$ cat src/dgaps_pkg.sv
package dgaps_pkg;

  localparam int unsigned TEETH_W   = 8;
  localparam int unsigned READING_W = 16;
  localparam int unsigned OUT_W     = 22;
  localparam int unsigned CFG_IDX_W = 2;

  localparam logic [CFG_IDX_W-1:0] REG_FIRST_TEETH  = 2'd0;
  localparam logic [CFG_IDX_W-1:0] REG_SECOND_TEETH = 2'd1;
  localparam logic [CFG_IDX_W-1:0] REG_ROT_LIMIT    = 2'd2;

  localparam logic [TEETH_W-1:0] FIRST_TEETH_RST  = 8'd32;
  localparam logic [TEETH_W-1:0] SECOND_TEETH_RST = 8'd39;
  localparam logic [TEETH_W-1:0] ROT_LIMIT_RST    = 8'd38;

  typedef enum logic [2:0] {
    ST_IDLE,
    ST_STEP_DIV,
    ST_BASE_DIV,
    ST_EVAL,
    ST_PICK,
    ST_OUT
  } dgaps_state_e;

endpackage

$ cat src/dual_gear_absolute_position_search.sv
// Each accepted item runs two passes of the shared bit-serial divider on a PW-bit dividend,
// where PW is max(ROTATION_BITS + FRACTION_BITS + 11, 26), that is at least 26. It then scans
// the rotation candidates 0 to rotation_limit, each in an EVAL and then a PICK state. A new
// item is accepted only in idle, after the last result has been taken.
// Reset loads the tooth counts 32 and 39 and the rotation limit 38, and idles.
module dual_gear_absolute_position_search #(
  parameter int unsigned FRACTION_BITS = 12,
  parameter int unsigned ROTATION_BITS = 8
) (
  input  logic                                    clk_i,
  input  logic                                    rst_ni,
  input  logic                                    cfg_we_i,
  input  logic [dgaps_pkg::CFG_IDX_W-1:0]         cfg_idx_i,
  input  logic [dgaps_pkg::TEETH_W-1:0]           cfg_data_i,
  input  logic                                    in_valid_i,
  output logic                                    in_ready_o,
  input  logic signed [dgaps_pkg::READING_W-1:0]  first_reading_i,
  input  logic signed [dgaps_pkg::READING_W-1:0]  second_reading_i,
  output logic                                    out_valid_o,
  input  logic                                    out_ready_i,
  output logic signed [dgaps_pkg::OUT_W-1:0]      resolved_position_o
);

  localparam int unsigned F   = FRACTION_BITS;
  localparam int unsigned R   = ROTATION_BITS;
  localparam int unsigned TW  = dgaps_pkg::TEETH_W;
  localparam int unsigned RW  = dgaps_pkg::READING_W;
  localparam int unsigned CW  = (R + F + 2 > RW + 1) ? R + F + 2 : RW + 1;
  localparam int unsigned PW  = CW + TW + 1;
  localparam int unsigned DFW = ((F > RW) ? F : RW) + 2;

  dgaps_pkg::dgaps_state_e state_q, state_d;

  logic [TW-1:0] first_teeth_q;
  logic [TW-1:0] second_teeth_q;
  logic [TW-1:0] rot_limit_q;
  logic [TW-1:0] t2_eff;
  logic [R-1:0]  limit;

  logic signed [CW-1:0]  cand_q;
  logic signed [RW-1:0]  second_q;
  logic signed [PW-1:0]  prod_q;
  logic [F-1:0]          dq_q;
  logic [TW-1:0]         dr_q;
  logic [F-1:0]          q_q;
  logic [TW-1:0]         r_q;
  logic [F-1:0]          frac_q;
  logic [R-1:0]          idx_q;
  logic [DFW-1:0]        best_diff_q;
  logic signed [CW-1:0]  best_pos_q;

  logic                  div_start;
  logic [PW-1:0]         div_dividend;
  logic                  div_done;
  logic [PW-1:0]         div_quot;
  logic [TW-1:0]         div_rem;

  logic [PW-1:0]         prod_mag;
  logic signed [DFW-1:0] diff_s;
  logic [DFW-1:0]        diff_abs;
  logic                  better;
  logic [TW:0]           r_sum;
  logic                  r_wrap;
  logic                  in_acc;

  assign t2_eff = (second_teeth_q == '0) ? TW'(1) : second_teeth_q;
  assign limit  = R'(rot_limit_q);
  assign in_acc = in_valid_i && in_ready_o;

  always_ff @(posedge clk_i or negedge rst_ni) begin
    if (!rst_ni) begin
      first_teeth_q  <= dgaps_pkg::FIRST_TEETH_RST;
      second_teeth_q <= dgaps_pkg::SECOND_TEETH_RST;
      rot_limit_q    <= dgaps_pkg::ROT_LIMIT_RST;
    end else if (cfg_we_i) begin
      case (cfg_idx_i)
        dgaps_pkg::REG_FIRST_TEETH:  first_teeth_q  <= cfg_data_i;
        dgaps_pkg::REG_SECOND_TEETH: second_teeth_q <= cfg_data_i;
        dgaps_pkg::REG_ROT_LIMIT:    rot_limit_q    <= cfg_data_i;
        default: ;
      endcase
    end
  end

  assign prod_mag = prod_q[PW-1] ? PW'(-prod_q) : PW'(prod_q);
  assign diff_s   = DFW'($signed({1'b0, frac_q})) - DFW'(second_q);
  assign diff_abs = diff_s[DFW-1] ? DFW'(-diff_s) : DFW'(diff_s);
  assign better   = (idx_q == '0) || (diff_abs < best_diff_q);
  assign r_sum    = {1'b0, r_q} + {1'b0, dr_q};
  assign r_wrap   = (r_sum >= {1'b0, t2_eff});

  always_ff @(posedge clk_i or negedge rst_ni) begin
    if (!rst_ni) begin
      state_q <= dgaps_pkg::ST_IDLE;
    end else begin
      state_q <= state_d;
    end
  end

  always_comb begin
    state_d      = state_q;
    in_ready_o   = 1'b0;
    out_valid_o  = 1'b0;
    div_start    = 1'b0;
    div_dividend = PW'(first_teeth_q) << F;
    case (state_q)
      dgaps_pkg::ST_IDLE: begin
        in_ready_o = 1'b1;
        if (in_valid_i) begin
          div_start = 1'b1;
          state_d   = dgaps_pkg::ST_STEP_DIV;
        end
      end
      dgaps_pkg::ST_STEP_DIV: begin
        div_dividend = prod_mag;
        if (div_done) begin
          div_start = 1'b1;
          state_d   = dgaps_pkg::ST_BASE_DIV;
        end
      end
      dgaps_pkg::ST_BASE_DIV: begin
        if (div_done) begin
          state_d = dgaps_pkg::ST_EVAL;
        end
      end
      dgaps_pkg::ST_EVAL: begin
        state_d = dgaps_pkg::ST_PICK;
      end
      dgaps_pkg::ST_PICK: begin
        state_d = (idx_q == limit) ? dgaps_pkg::ST_OUT : dgaps_pkg::ST_EVAL;
      end
      dgaps_pkg::ST_OUT: begin
        out_valid_o = 1'b1;
        if (out_ready_i) begin
          state_d = dgaps_pkg::ST_IDLE;
        end
      end
      default: begin
        state_d = dgaps_pkg::ST_IDLE;
      end
    endcase
  end

  always_ff @(posedge clk_i) begin
    case (state_q)
      dgaps_pkg::ST_IDLE: begin
        if (in_acc) begin
          cand_q   <= CW'(first_reading_i) - (CW'(1) << F);
          second_q <= second_reading_i;
          idx_q    <= '0;
        end
      end
      dgaps_pkg::ST_STEP_DIV: begin
        prod_q <= PW'(cand_q) * PW'($signed({1'b0, first_teeth_q}));
        if (div_done) begin
          dq_q <= div_quot[F-1:0];
          dr_q <= div_rem;
        end
      end
      dgaps_pkg::ST_BASE_DIV: begin
        if (div_done) begin
          if (!prod_q[PW-1]) begin
            q_q <= div_quot[F-1:0];
            r_q <= div_rem;
          end else if (div_rem != '0) begin
            q_q <= ~div_quot[F-1:0];
            r_q <= t2_eff - div_rem;
          end else begin
            q_q <= -div_quot[F-1:0];
            r_q <= '0;
          end
        end
      end
      dgaps_pkg::ST_EVAL: begin
        frac_q <= q_q + F'(cand_q[CW-1] && (r_q != '0));
      end
      dgaps_pkg::ST_PICK: begin
        if (better) begin
          best_diff_q <= diff_abs;
          best_pos_q  <= cand_q;
        end
        cand_q <= cand_q + (CW'(1) << F);
        r_q    <= r_wrap ? TW'(r_sum - {1'b0, t2_eff}) : r_sum[TW-1:0];
        q_q    <= q_q + dq_q + F'(r_wrap);
        idx_q  <= idx_q + R'(1);
      end
      default: ;
    endcase
  end

  assign resolved_position_o = dgaps_pkg::OUT_W'(best_pos_q);

  dgaps_div #(
    .W(PW)
  ) u_div (
    .clk_i       (clk_i),
    .rst_ni      (rst_ni),
    .start_i     (div_start),
    .dividend_i  (div_dividend),
    .divisor_i   (t2_eff),
    .done_o      (div_done),
    .quotient_o  (div_quot),
    .remainder_o (div_rem)
  );

endmodule

$ cat src/dgaps_div.sv
module dgaps_div #(
  parameter int unsigned W = 31
) (
  input  logic                              clk_i,
  input  logic                              rst_ni,
  input  logic                              start_i,
  input  logic [W-1:0]                      dividend_i,
  input  logic [dgaps_pkg::TEETH_W-1:0]     divisor_i,
  output logic                              done_o,
  output logic [W-1:0]                      quotient_o,
  output logic [dgaps_pkg::TEETH_W-1:0]     remainder_o
);

  localparam int unsigned CNT_W = $clog2(W + 1);
  localparam int unsigned TW    = dgaps_pkg::TEETH_W;

  logic             busy_q;
  logic             done_q;
  logic [CNT_W-1:0] cnt_q;
  logic [W-1:0]     quot_q;
  logic [TW-1:0]    rem_q;
  logic [TW-1:0]    dsr_q;

  logic [TW:0]      trial;
  logic [TW:0]      diff;
  logic             fits;

  assign trial = {rem_q, quot_q[W-1]};
  assign fits  = (trial >= {1'b0, dsr_q});
  assign diff  = trial - {1'b0, dsr_q};

  always_ff @(posedge clk_i or negedge rst_ni) begin
    if (!rst_ni) begin
      busy_q <= 1'b0;
      done_q <= 1'b0;
      cnt_q  <= '0;
    end else begin
      done_q <= 1'b0;
      if (start_i) begin
        busy_q <= 1'b1;
        cnt_q  <= CNT_W'(W);
      end else if (busy_q) begin
        cnt_q <= cnt_q - CNT_W'(1);
        if (cnt_q == CNT_W'(1)) begin
          busy_q <= 1'b0;
          done_q <= 1'b1;
        end
      end
    end
  end

  always_ff @(posedge clk_i) begin
    if (start_i) begin
      quot_q <= dividend_i;
      rem_q  <= '0;
      dsr_q  <= divisor_i;
    end else if (busy_q) begin
      quot_q <= {quot_q[W-2:0], fits};
      rem_q  <= fits ? diff[TW-1:0] : trial[TW-1:0];
    end
  end

  assign done_o      = done_q;
  assign quotient_o  = quot_q;
  assign remainder_o = rem_q;

endmodule
$ cat config.mk
export PLATFORM = sky130hd
export DESIGN_NAME = dual_gear_absolute_position_search
export DESIGN_NICKNAME = d
export VERILOG_FILES = /design/src/dgaps_pkg.sv /design/src/dual_gear_absolute_position_search.sv /design/src/dgaps_div.sv
export SDC_FILE = /design/constraint.sdc
export NUM_CORES = 1
export LEC_CHECK = 0
export BUFFER_PORTS_ARGS = -buffer_cell sky130_fd_sc_hd__buf_4
export CELL_PAD_IN_SITES_DETAIL_PLACEMENT = 0
export CELL_PAD_IN_SITES_GLOBAL_PLACEMENT = 1
export CORE_MARGIN = 2
export CORE_UTILIZATION = 40
export CTS_BUF_LIST = sky130_fd_sc_hd__clkbuf_4 sky130_fd_sc_hd__clkbuf_8 sky130_fd_sc_hd__clkbuf_16
export CTS_CLUSTER_DIAMETER = 30
export DETAILED_ROUTE_END_ITERATION = 10
export GPL_ROUTABILITY_DRIVEN = 1
export GPL_TIMING_DRIVEN = 0
export PLACE_DENSITY_LB_ADDON = 0.1
export SYNTH_ARGS = -nofsm -noshare
export SYNTH_HDL_FRONTEND = slang
export SYNTH_HIERARCHICAL = 1
export SYNTH_SLANG_ARGS = --single-unit
$ cat constraint.sdc
create_clock -name clk_i -period 6.3 [get_ports clk_i]
set_input_delay 0.945 -clock clk_i [delete_from_list [all_inputs] [get_ports clk_i]]
set_output_delay 0.945 -clock clk_i [all_outputs]
set_load 0.05 [all_outputs]
==> results by group, run 1 <==
Run status
  • Status: finished clean

Die
  • Initial Util: 40.66%
  • Overall die area: 0.05167 sq mm
  • Core area: 0.04905 sq mm
  • Die height: roughly 230 um
  • Die Wd: about 230 um
  • IO Count: 71
  • Num rows: 81

Clock network
  • Clock latency on the worst-skew pair: roughly 0.58 ns
  • TritonCTS Sinks: 250
  • CTS Buf Count: 70
  • Setup Buffers After CTS: 0
  • Longest Clk Path Bufs: 3
  • Clk pin slew, worst setup/hold paths: roughly 0.05 ns
  • TritonCTS clock tree: done
  • Clk root buf: clkbuf_16
  • H-tree Lvls: 3

Power
  • Pwr dens: ~570 mW/mm^2
  • VDD IR-drop max: approximately 290 uV
  • Pleak: around 11 nW

Timing
  • Final hold slack: 0.3249 ns
  • RSZ-0062 raised after global routing: false
  • Worst slew margin: 19.03%
  • Setup Skew: 0.01788 ns
  • Final Setup Violations: 0
  • Final Max Slew Viols: 0
  • Final period utilization: a little over nine tenths
  • Worst slew pin tran: roughly 1.2 ns
  • Final hold viol count: 0
  • Setup TNS: 0 ns
  • F_max: approximately 170 MHz
  • Fin crit period: 5.958 ns

Critical path
  • CP dominant cell by count: fa_1
  • Reg2reg path depth: 19
  • R2r setup slk: 0.34 ns
  • CP Class: reg -> reg
  • CP Data Arrival Time: 6.27 ns
  • Setup crit end: prod_q[28]
  • Origin of the critical flop-to-flop path: first_teeth_q[3]
  • Worst Path Max Fanout: 10
  • Crit path largest cell delay: 0.64 ns
  • CP Cell Sequence: clkbuf_1 > nand2_1 > fa_1 > inv_1 > fa_1 > inv_1 > fa_1 > fa_1 > inv_1 > ha_1 > o21a_1 > o31a_1 > o21a_1 > o311a_1 > a31oi_1 > o21ai_0 > a21oi_1 > o21ai_0 > xor2_1
  • Critical path depth in cells: 19
  • Origin of the worst setup path: first_teeth_q[3]
  • CP top delay family: adder cells
  • CP endpoint kind: flip-flop
  • Critical path buffer and inverter count: 4
  • Worst path required time: between 6 and 7 ns
  • Slowest-stage cell, CP: clkbuf_1
  • Setup crit start kind: flip-flop
  • Reg2reg end: prod_q[28]

Synthesis
  • Syn. warnings: 6
  • Number of flops mapped to enable cells by yosys: ~210
  • Sequential-to-total area share from yosys stat: 36.43%
  • Mapped Cells: 1931
  • Async set or reset register ratio after synthesis: between 10% and 20%
  • Flops & latches, synth: 250
  • Main area contributors after synthesis: edfxtp_1 31%, fa_1 15%, ha_1 9.0%
  • Ys flop type: edfxtp_1
  • Share of the synthesized area in the top cell type: 31.32%
  • Yosys cell types: 72
  • Syn Area/Cell: 10.33 sq um
  • Cell area after synthesis: between 0.015 and 0.02 sq mm
  • Largest area contributor in the netlist: edfxtp_1

Layout
  • Final core occ: 48.37%
  • Share of cells above drive strength 1: between 10 and 15%
  • Antenna cells: 0
  • Post-layout net count: 2412
  • Filler cell count in the final layout: 4629
  • Syn-to-layout area delta: 18.95%

Detailed routing
  • DRT Wirelength: slightly below 50 mm
  • Initial drt markers: 517
  • Initial DRT Pass Iterations: 5
  • Via count: 13.90k
  • Drt via density: 4.972
  • Avg WL per Cell: 17.32 um
  • Antenna-violating nets left: 0
  • Remaining DRCs: 0

GRT
  • GRT overflow: 0
  • Largest net degree at the start of global routing: 35
  • Number of global-route vias before repair: around 15k
  • GRT Resource Usage Total: 19.90%
  • First-pass GRT wire length: roughly 79 mm
  • Initial antenna violation count: 1

Place
  • Hpwl dp: 37.57 mm
  • Final Wtd Congestion: roughly 0.82
  • I/O Buffers: 70

Worst hold path
  • Min-delay worst type: in -> async

Flow run
  • Max Cap Viol: 0
==> kinds of logic (layout without fill, tap and decap cells) <==
logic type               Yosys count  in the layout  synth area share [%]
buffers and inverters            345            543                 6.543
other                              1              4               0.01880
adder cells (fa/ha/maj)          288            288                 23.52
AND/OR/NAND/NOR                  526            526                 13.42
XOR/XNOR                         156            156                 6.850
multiplexers                      71             71                 3.939
AO/OA/AOI/OAI                    294            294                 9.265
flip-flops                       250            250                 36.43
==> layer usage <==
metal	part of all wire [%]	wire, um	global-route usage [%]	up-vias
li1	-	-	-	6794
met1	45	21590	25.21	6774
met2	49	23570	33.75	245
met4	2.8	1358	6.937	2
met5	0.017	8	0	-
met3	3.9	1913	4.117	88
==> where the power goes <==
group | switching (W) | internal (W) | total, W | leakage, nW
logic | 0.00400 | 0.00308 | 0.00709 | 6.91
registers | 0.000382 | 0.00263 | 0.00302 | 2.42
clock network | 0.00103 | 0.00243 | 0.00346 | 1.17
==> per-stage QoR <==
stage	setup WS [ns]	std cells	area, sq um	total power (W)
3_3_place_gp	-0.4616	2668	21310	0.01011
4_1_cts	0.08187	2797	23720	0.01374
3_5_place_dp	-0.04400	2671	21370	0.01018
6_report	0.3422	2796	23730	0.01357
5_1_grt	0.03765	2796	23730	0.01494
2_1_floorplan	1.126	1934	19960	0.008484
==> area by class of cell <==
class	instances	area, sq um	share of cell area, %
Buffer	60	240.2	1.013
Clock buffer	91	2011	8.475
Clock inverter	36	346.6	1.461
Inverter	283	1062	4.477
Multi-Input combinational cell	1339	11390	48.02
Sequential cell	250	7267	30.63
Tap cell	664	830.8	3.502
Timing Repair Buffer	73	575.6	2.426
==> synth_stat cells (4+ instances only) <==
| cell type | instances |
|---|---|
| mux2i_1 | 14 |
| nor4_1 | 11 |
| mux2_2 | 56 |
| o21bai_1 | 6 |
| xnor2_1 | 77 |
| nand4_1 | 6 |
| a31oi_1 | 9 |
| clkbuf_1 | 58 |
| o211ai_1 | 5 |
| nor2_1 | 100 |
| dfrtp_1 | 26 |
| or4_1 | 5 |
| dfxtp_1 | 8 |
| nor3_1 | 19 |
| o41ai_1 | 4 |
| or3_1 | 11 |
| nand2_1 | 160 |
| or2_2 | 5 |
| o21a_1 | 12 |
| inv_1 | 282 |
| a21o_1 | 25 |
| a211oi_1 | 6 |
| xor2_1 | 79 |
| a21boi_0 | 6 |
| and3_1 | 10 |
| fa_1 | 145 |
| and2_1 | 124 |
| and4_1 | 5 |
| a221oi_1 | 6 |
| or3_4 | 4 |
| o31ai_1 | 13 |
| dfstp_2 | 8 |
| ha_1 | 143 |
| nor2b_1 | 19 |
| edfxtp_1 | 208 |
| nand3_1 | 17 |
| nand2b_1 | 16 |
| or4b_2 | 4 |
| a21oi_1 | 83 |
| o21ai_0 | 88 |
==> how the worst min path moves through the flow <==
| stage | slack, ns | to | cells past startpoint | startpoint |
|---|---|---|---|---|
| global route | 0.34 | second_teeth_q[3] | 1 | rst_ni |
| CTS | 0.30 | second_teeth_q[6] | 1 | rst_ni |
| detailed placement | 0.45 | resolved_position_o[19] | 0 | cand_q[19] |
| global placement | 0.44 | resolved_position_o[19] | 0 | cand_q[19] |
| floorplan | 0.42 | resolved_position_o[19] | 0 | cand_q[19] |
| finish | 0.32 | state_q[1] | 1 | rst_ni |
==> worst register-to-register path, delay by kind of cell (launching register included) <==
family                     cells  cell delay, ns
AOI/OAI and AO/OA              8            1.95
xor gates and xnor gates       1            0.15
adders and majority gates      5            2.11
buffers and inverters          4            0.86
DFF                            1            0.47
and+or+nand+nor                1            0.15
==> registers in the layout (all words and copies together) (netlist names), 12 cells and up <==
name                 count
prod_q                  31
u_div/quotient_o        31
cand_q                  22
resolved_position_o     22
best_diff_q             18
second_q                16
dq_q                    12
frac_q                  12
q_q                     12
==> layout by cell type, fill, tap and decap left out, types with 9 or more instances in the layout <==
| cell type | count |
|---|---|
| and2_1 | 124 |
| buf_4 | 70 |
| mux2i_1 | 14 |
| nand2b_1 | 16 |
| clkbuf_4 | 12 |
| nand3_1 | 17 |
| inv_1 | 282 |
| dfrtp_1 | 26 |
| edfxtp_1 | 208 |
| nor3_1 | 19 |
| nor2b_1 | 19 |
| clkinv_1 | 11 |
| nor2_1 | 98 |
| a31oi_1 | 9 |
| o21a_1 | 12 |
| clkbuf_16 | 74 |
| a21oi_1 | 83 |
| fa_1 | 145 |
| xor2_1 | 79 |
| and3_1 | 10 |
| or3_1 | 11 |
| clkbuf_1 | 52 |
| nand2_1 | 159 |
| a21o_1 | 25 |
| o31ai_1 | 13 |
| mux2_2 | 56 |
| o21ai_0 | 87 |
| xnor2_1 | 77 |
| nor4_1 | 11 |
| ha_1 | 143 |
==> timing repair <==
item | in CTS | in global routing
cloned | 0 | 0
endpoints found under the hold margin | 0 | 0
gates resized for setup | 0 | 8
hold buffers | 0 | 0
endpoints found under the setup margin | 1 | 5
Power figures use the tool's default switching activity.
==> run 2: changes to the inputs <==
Settings changed: RECOVER_POWER set to 100.
==> run 2 against run 1 <==
  * The flow now finishes with violations (max-capacitance violations, max-slew violations)
  * Final cell count did not move
  * Count of clock-buffer cells in the layout unchanged
  * Non-clock buffer count unchanged
  * Via count is essentially flat
  * Power hardly changed
  * Routed wire length barely moved
  * Clock skew up 0.0011 ns
  * Worst setup slack better by 0.016 ns
  * Combinational power barely moved
  * Maximum frequency increased by 0.27%
  * Clock power barely moved
  * Register-to-register slack improved by 0.02 ns
==> results by group, run 2 (same netlist as run 1, synthesis figures left out) <==
Timing
  • Final period utilization: 94.31%
  • Final hold slack: roughly 0.45 ns
  • Setup Skew: 0.01902 ns
  • Final Max Slew Viols: 35
  • Worst slew pin tran: 1.854 ns
  • Final Setup Violations: 0
  • F_max: 168.3 MHz
  • Setup TNS: 0 ns
  • Worst slew margin: -23.61%
  • Fin crit period: around 6 ns
  • Final hold viol count: 0
  • PnR worst setup slack: between 0.3 and 0.4 ns
  • RSZ-0062 raised after global routing: false

Layout
  • Most frequent cells in the layout: 283 x inv_1, 208 x edfxtp_1, 159 x nand2_1
  • Design area: 0.02359 sq mm
  • Syn-to-layout area delta: 18.29%
  • Commonest non-fill, non-tap cell in the layout: inv_1
  • Post-layout net count: 2412
  • Share of cells above drive strength 1: 11.77%
  • Antenna cells: 0

Die
  • Die height: 227.3 um
  • Core area: 0.04905 sq mm
  • IO Count: 71
  • Initial Util: 40.66%
  • Num rows: 81
  • Die Wd: between 200 and 250 um
  • Overall die area: roughly 0.052 sq mm

GRT
  • Met2 GRT Util: 33.75%
  • First-pass GRT wire length: 78.83 mm
  • Number of global-route vias before repair: 14.66k
  • GR peak layer: met2
  • GRT overflow: 0
  • Initial antenna violation count: 1
  • Met1 usage: 25.21%
  • GRT Resource Usage Total: 19.90%
  • Largest net degree at the start of global routing: 35
  • GRT met3 Usage: 4.117%

Clock network
  • Setup Buffers After CTS: 0
  • H-tree Lvls: 3
  • CTS Buf Count: 70
  • CTS Hold Bufs: 0
  • Longest Clk Path Bufs: 3
  • Clk pin slew, worst setup/hold paths: 0.04 ns
  • TritonCTS Sinks: 250
  • Clock latency on the worst-skew pair: just under 0.6 ns
  • Clk root buf: clkbuf_16
  • TritonCTS clock tree: done

Critical path
  • CP Data Arrival Time: 6.25 ns
  • Reg2reg end: prod_q[28]
  • Worst path required time: ~6.6 ns
  • CP top delay family: adder cells
  • Origin of the critical flop-to-flop path: first_teeth_q[3]
  • Critical path depth in cells: 19
  • Setup crit start kind: flip-flop
  • Crit path largest cell delay: 0.63 ns
  • Worst Path Max Fanout: 10
  • CP Cell Sequence: clkbuf_1 > nand2_1 > fa_1 > inv_1 > fa_1 > inv_1 > fa_1 > fa_1 > inv_1 > ha_1 > o21a_1 > o31a_1 > o21a_1 > o311a_1 > a31oi_1 > o21ai_0 > a21oi_1 > o21ai_0 > xor2_1
  • Reg2reg path depth: 19
  • R2r setup slk: 0.36 ns
  • Critical path buffer and inverter count: 4
  • CP endpoint kind: flip-flop
  • CP dominant cell by count: fa_1
  • CP Class: reg -> reg
  • Setup crit end: prod_q[28]
  • Origin of the worst setup path: first_teeth_q[3]
  • Slowest-stage cell, CP: clkbuf_1

Power
  • Pleak: around 10 nW
  • Overall Power: 0.01356 W
  • Pwr dens: 574.8 mW/mm^2
  • VDD IR-drop max: 293.7 uV

Run status
  • Failing checks: max-capacitance violations, max-slew violations
  • Status: complete, but fails checks

Place
  • Final Wtd Congestion: ~0.8
  • DP Area: 0.02137 sq mm
  • I/O Buffers: 70
  • Pre-CTS setup slack: -0.04400 ns
  • Hpwl dp: 37.57 mm

Detailed routing
  • Initial drt markers: 537
  • Remaining DRCs: 0
  • Antenna-violating nets left: 0
  • Avg WL per Cell: 17.33 um
  • Initial DRT Pass Iterations: 5
  • Via count: ~14k
  • Drt via density: 4.975
  • DRT Wirelength: 48.45 mm

Worst hold path
  • Min-delay worst type: reg -> reg

Flow run
  • Max Cap Viol: 2
## run 2: worst min-delay path by stage
stage	startpoint	end	slack, ns	depth (start not counted)
after floorplan	cand_q[19]	resolved_position_o[19]	0.42	0
after global placement	cand_q[19]	resolved_position_o[19]	0.44	0
after detailed placement	cand_q[19]	resolved_position_o[19]	0.45	0
after CTS	rst_ni	second_teeth_q[6]	0.30	1
after global routing	cand_q[21]	resolved_position_o[21]	0.47	0
final	cand_q[21]	resolved_position_o[21]	0.45	0
## run 2: per-stage QoR
stage,cells,util [%]
after CTS,2797,48.37
after floorplan,1934,-
final,2796,48.10
after global routing,2796,48.10
after global placement,2668,43.45
after detailed placement,2671,43.57
## run 2: metal layers
layer / up-vias / wire, um
met4: 2 / 1347
met3: 89 / 1787
met5: - / 12
met1: 6804 / 21740
met2: 227 / 23570
li1: 6789 / -
## run 2: area by class of cell
class                           count  area [sq um]
Fill cell                        4656         25460
Timing Repair Buffer               73         455.4
Inverter                          283          1062
Tap cell                          664         830.8
Multi-Input combinational cell   1339         11380
Clock inverter                     36         346.6
Sequential cell                   250          7267
Clock buffer                       91          2011
Buffer                             60         237.7
## run 2: what timing repair did
action	in CTS	in global routing
endpoints found under the setup margin	1	5
cloned	0	0
resized for setup	0	8
## run 2: worst register-to-register path, cell delays in order, from the launching register on
cell and delay, ns:
dfrtp_1 0.46, clkbuf_1 0.63, nand2_1 0.15, fa_1 0.40, inv_1 0.08, fa_1 0.38
inv_1 0.10, fa_1 0.45, fa_1 0.54, inv_1 0.04, ha_1 0.34, o21a_1 0.19
o31a_1 0.13, o21a_1 0.24, o311a_1 0.33, a31oi_1 0.29, o21ai_0 0.35, a21oi_1 0.30
o21ai_0 0.13, xor2_1 0.15
## run 2: report_power, final
| part | switching [W] | leakage, nW | total [W] | internal [W] |
|---|---|---|---|---|
| Combinational | 0.00401 | 6.78 | 0.00708 | 0.00307 |
| Sequential | 0.000382 | 2.42 | 0.00301 | 0.00263 |
| Clock | 0.00103 | 1.17 | 0.00346 | 0.00243 |
| Total | 0.00543 | 10.4 | 0.0136 | 0.00813 |
==> run 3: changes to the inputs <==
Settings changed: HOLD_SLACK_MARGIN set to 0.06, REMOVE_ABC_BUFFERS set to 1.
==> run 3 against run 2 <==
  * Final cell count shrank 1.8%
  * Sequential cell count stayed put
  * Routed wire length fell by 9.8%
  * Largest power group unchanged
  * Critical path depth shrank 2
  * Hold slack better by 0.059 ns
  * Combinational power decreased by 4.4%
  * Via count fell by 3.0%
  * First-iteration DRC count rose by 4.1%
  * Count of clock-buffer cells in the layout grew 5
  * Worst setup slack improved by 0.089 ns
  * Highest routed layer unchanged
  * The run still ends with max-capacitance violations, max-slew violations left
  * Non-clock buffer count down 57
  * Clock skew rose by 0.0045 ns
==> results by group, run 3 (same netlist as run 1, synthesis figures left out) <==
Power
  • Pleak: roughly 10 nW
  • Pwr dens: ~580 mW/mm^2
  • VDD IR-drop max: 318.2 uV

Clock network
  • TritonCTS clock tree: done
  • CTS Hold Bufs: 0
  • Clk root buf: clkbuf_16
  • Setup Buffers After CTS: 0
  • Clk pin slew, worst setup/hold paths: about 0.05 ns
  • Clock latency on the worst-skew pair: about 0.58 ns
  • Longest Clk Path Bufs: 3
  • H-tree Lvls: 3
  • CTS Buf Count: 74
  • Post_cts resized: 0
  • TritonCTS Sinks: between 200 and 300

Run status
  • Status: complete, but fails checks
  • Failing checks: max-capacitance violations, max-slew violations

Die
  • Die height: 227.3 um
  • Die Wd: about 230 um
  • IO Count: 71
  • Overall die area: 0.05167 sq mm
  • Num rows: 81
  • Core area: 0.04905 sq mm
  • Initial Util: 40.66%

Layout
  • Share of cells above drive strength 1: 12.15%
  • Commonest non-fill, non-tap cell in the layout: inv_1
  • Syn-to-layout area delta: 18.32%
  • Antenna cells: 0
  • Final core occ: 48.11%
  • Area of the multi-input gates: 0.01138 sq mm
  • Filler cell count in the final layout: 4624
  • Post-layout net count: 2359
  • FF+latch area: 0.007271 sq mm
  • Most frequent cells in the layout: 283 x inv_1, 208 x edfxtp_1, 159 x nand2_1

Detailed routing
  • Remaining DRCs: 0
  • Avg WL per Cell: 15.91 um
  • Drt via density: 4.914
  • Antenna-violating nets left: 0
  • DRT Wirelength: 43.68 mm
  • Initial drt markers: ~560
  • Via count: between 10k and 15k
  • Initial DRT Pass Iterations: 5

Flow run
  • Max Cap Viol: 5

Critical path
  • CP Data Arrival Time: between 6 and 7 ns
  • Worst path required time: between 6 and 7 ns
  • CP Class: reg -> reg
  • CP endpoint kind: flip-flop
  • Worst Path Max Fanout: 24
  • Setup crit start kind: flip-flop

Timing
  • Final period utilization: 92.90%
  • Worst slew pin tran: 2.386 ns
  • Fin crit period: between 5 and 6 ns
  • Final Setup Violations: 0
  • Setup Skew: about 0.024 ns
  • RSZ-0062 raised after global routing: false
  • PnR worst setup slack: 0.4472 ns
  • F_max: 170.9 MHz
  • Final hold viol count: 0
  • Worst slew margin: -59.42%
  • Final Max Slew Viols: 143

Place
  • I/O Buffers: 70
  • Hpwl dp: ~32 mm
  • Final Wtd Congestion: 0.8336
  • Pre-CTS setup slack: between 0.08 and 0.09 ns

GRT
  • GRT overflow: 0
  • First-pass GRT wire length: 72.80 mm
  • GRT Resource Usage Total: between 15 and 20%
  • Number of global-route vias before repair: 14.38k
  • Initial antenna violation count: 2
  • Largest net degree at the start of global routing: 43

Worst hold path
  • Min-delay worst type: reg -> reg
## run 3: cell count changes in the layout (fill, tap and decap cells not counted), sizes merged
cell	previous run	this run
buf	31	29
bufinv	5	9
clkbuf	193	143
clkinv	27	28
clkinvlp	2	1
inv	285	283
## run 3: per-stage QoR
| step | hold slack (ns) | power, W | TNS, ns | instance area [sq um] | std cells |
|---|---|---|---|---|---|
| 5_1_grt | 0.5394 | 0.01500 | 0 | 23600 | 2746 |
| 2_1_floorplan | 0.4608 | 0.008445 | 0 | 19710 | 1872 |
| 3_3_place_gp | 0.5060 | 0.009910 | -134.69 | 21070 | 2606 |
| 4_1_cts | 0.3021 | 0.01383 | 0 | 23760 | 2745 |
| 6_report | 0.5124 | 0.01362 | 0 | 23600 | 2746 |
| 3_5_place_dp | 0.5090 | 0.009958 | 0 | 21190 | 2611 |
## run 3: final cells by class
| cell class | count | area share (%) |
|---|---|---|
| Clock buffer | 96 | 8.950 |
| Clock inverter | 38 | 1.962 |
| Inverter | 283 | 4.501 |
| Multi-Input combinational cell | 1339 | 48.23 |
| Sequential cell | 250 | 30.81 |
| Tap cell | 664 | 3.520 |
| Timing Repair Buffer | 76 | 2.025 |
## run 3: final timing paths
kind | startpoint | end | slack [ns] | cells past startpoint
max | first_teeth_q[4] | prod_q[28] | 0.45 | 17
min | u_div/cnt_q[4] | u_div/cnt_q[4] | 0.51 | 2
max reg2reg | first_teeth_q[4] | prod_q[28] | 0.45 | 17
min reg2reg | u_div/cnt_q[4] | u_div/cnt_q[4] | 0.51 | 2
max in group asynchronous | rst_ni | first_teeth_q[1] | 4.19 | 1
min in group asynchronous | rst_ni | u_div/cnt_q[1] | 0.88 | 1
## run 3: per-layer routing
layer	share of wire (%)	global-route usage, %
met1	46	22.88
met2	48	29.89
met3	3.4	3.588
met4	3.0	7.021
met5	0.018	0
## run 3: critical path: stages, from the launching register on
cell and delay [ns]:
dfrtp_1 0.75, and2_1 0.34, fa_1 0.50, inv_1 0.05, fa_1 0.47, inv_1 0.05, fa_1 0.50, fa_1 0.49
ha_1 0.36, a21oi_1 0.28, nand2_1 0.09, o21a_1 0.22, o311a_1 0.33, a31oi_1 0.28, o21ai_0 0.31, a21oi_1 0.28
o21ai_0 0.13, xor2_1 0.15
## run 3: where the power goes
| part | switching (W) | internal [W] |
|---|---|---|
| registers | 0.000451 | 0.00263 |
| clock network | 0.00107 | 0.00270 |
| logic | 0.00373 | 0.00304 |
| total | 0.00525 | 0.00837 |
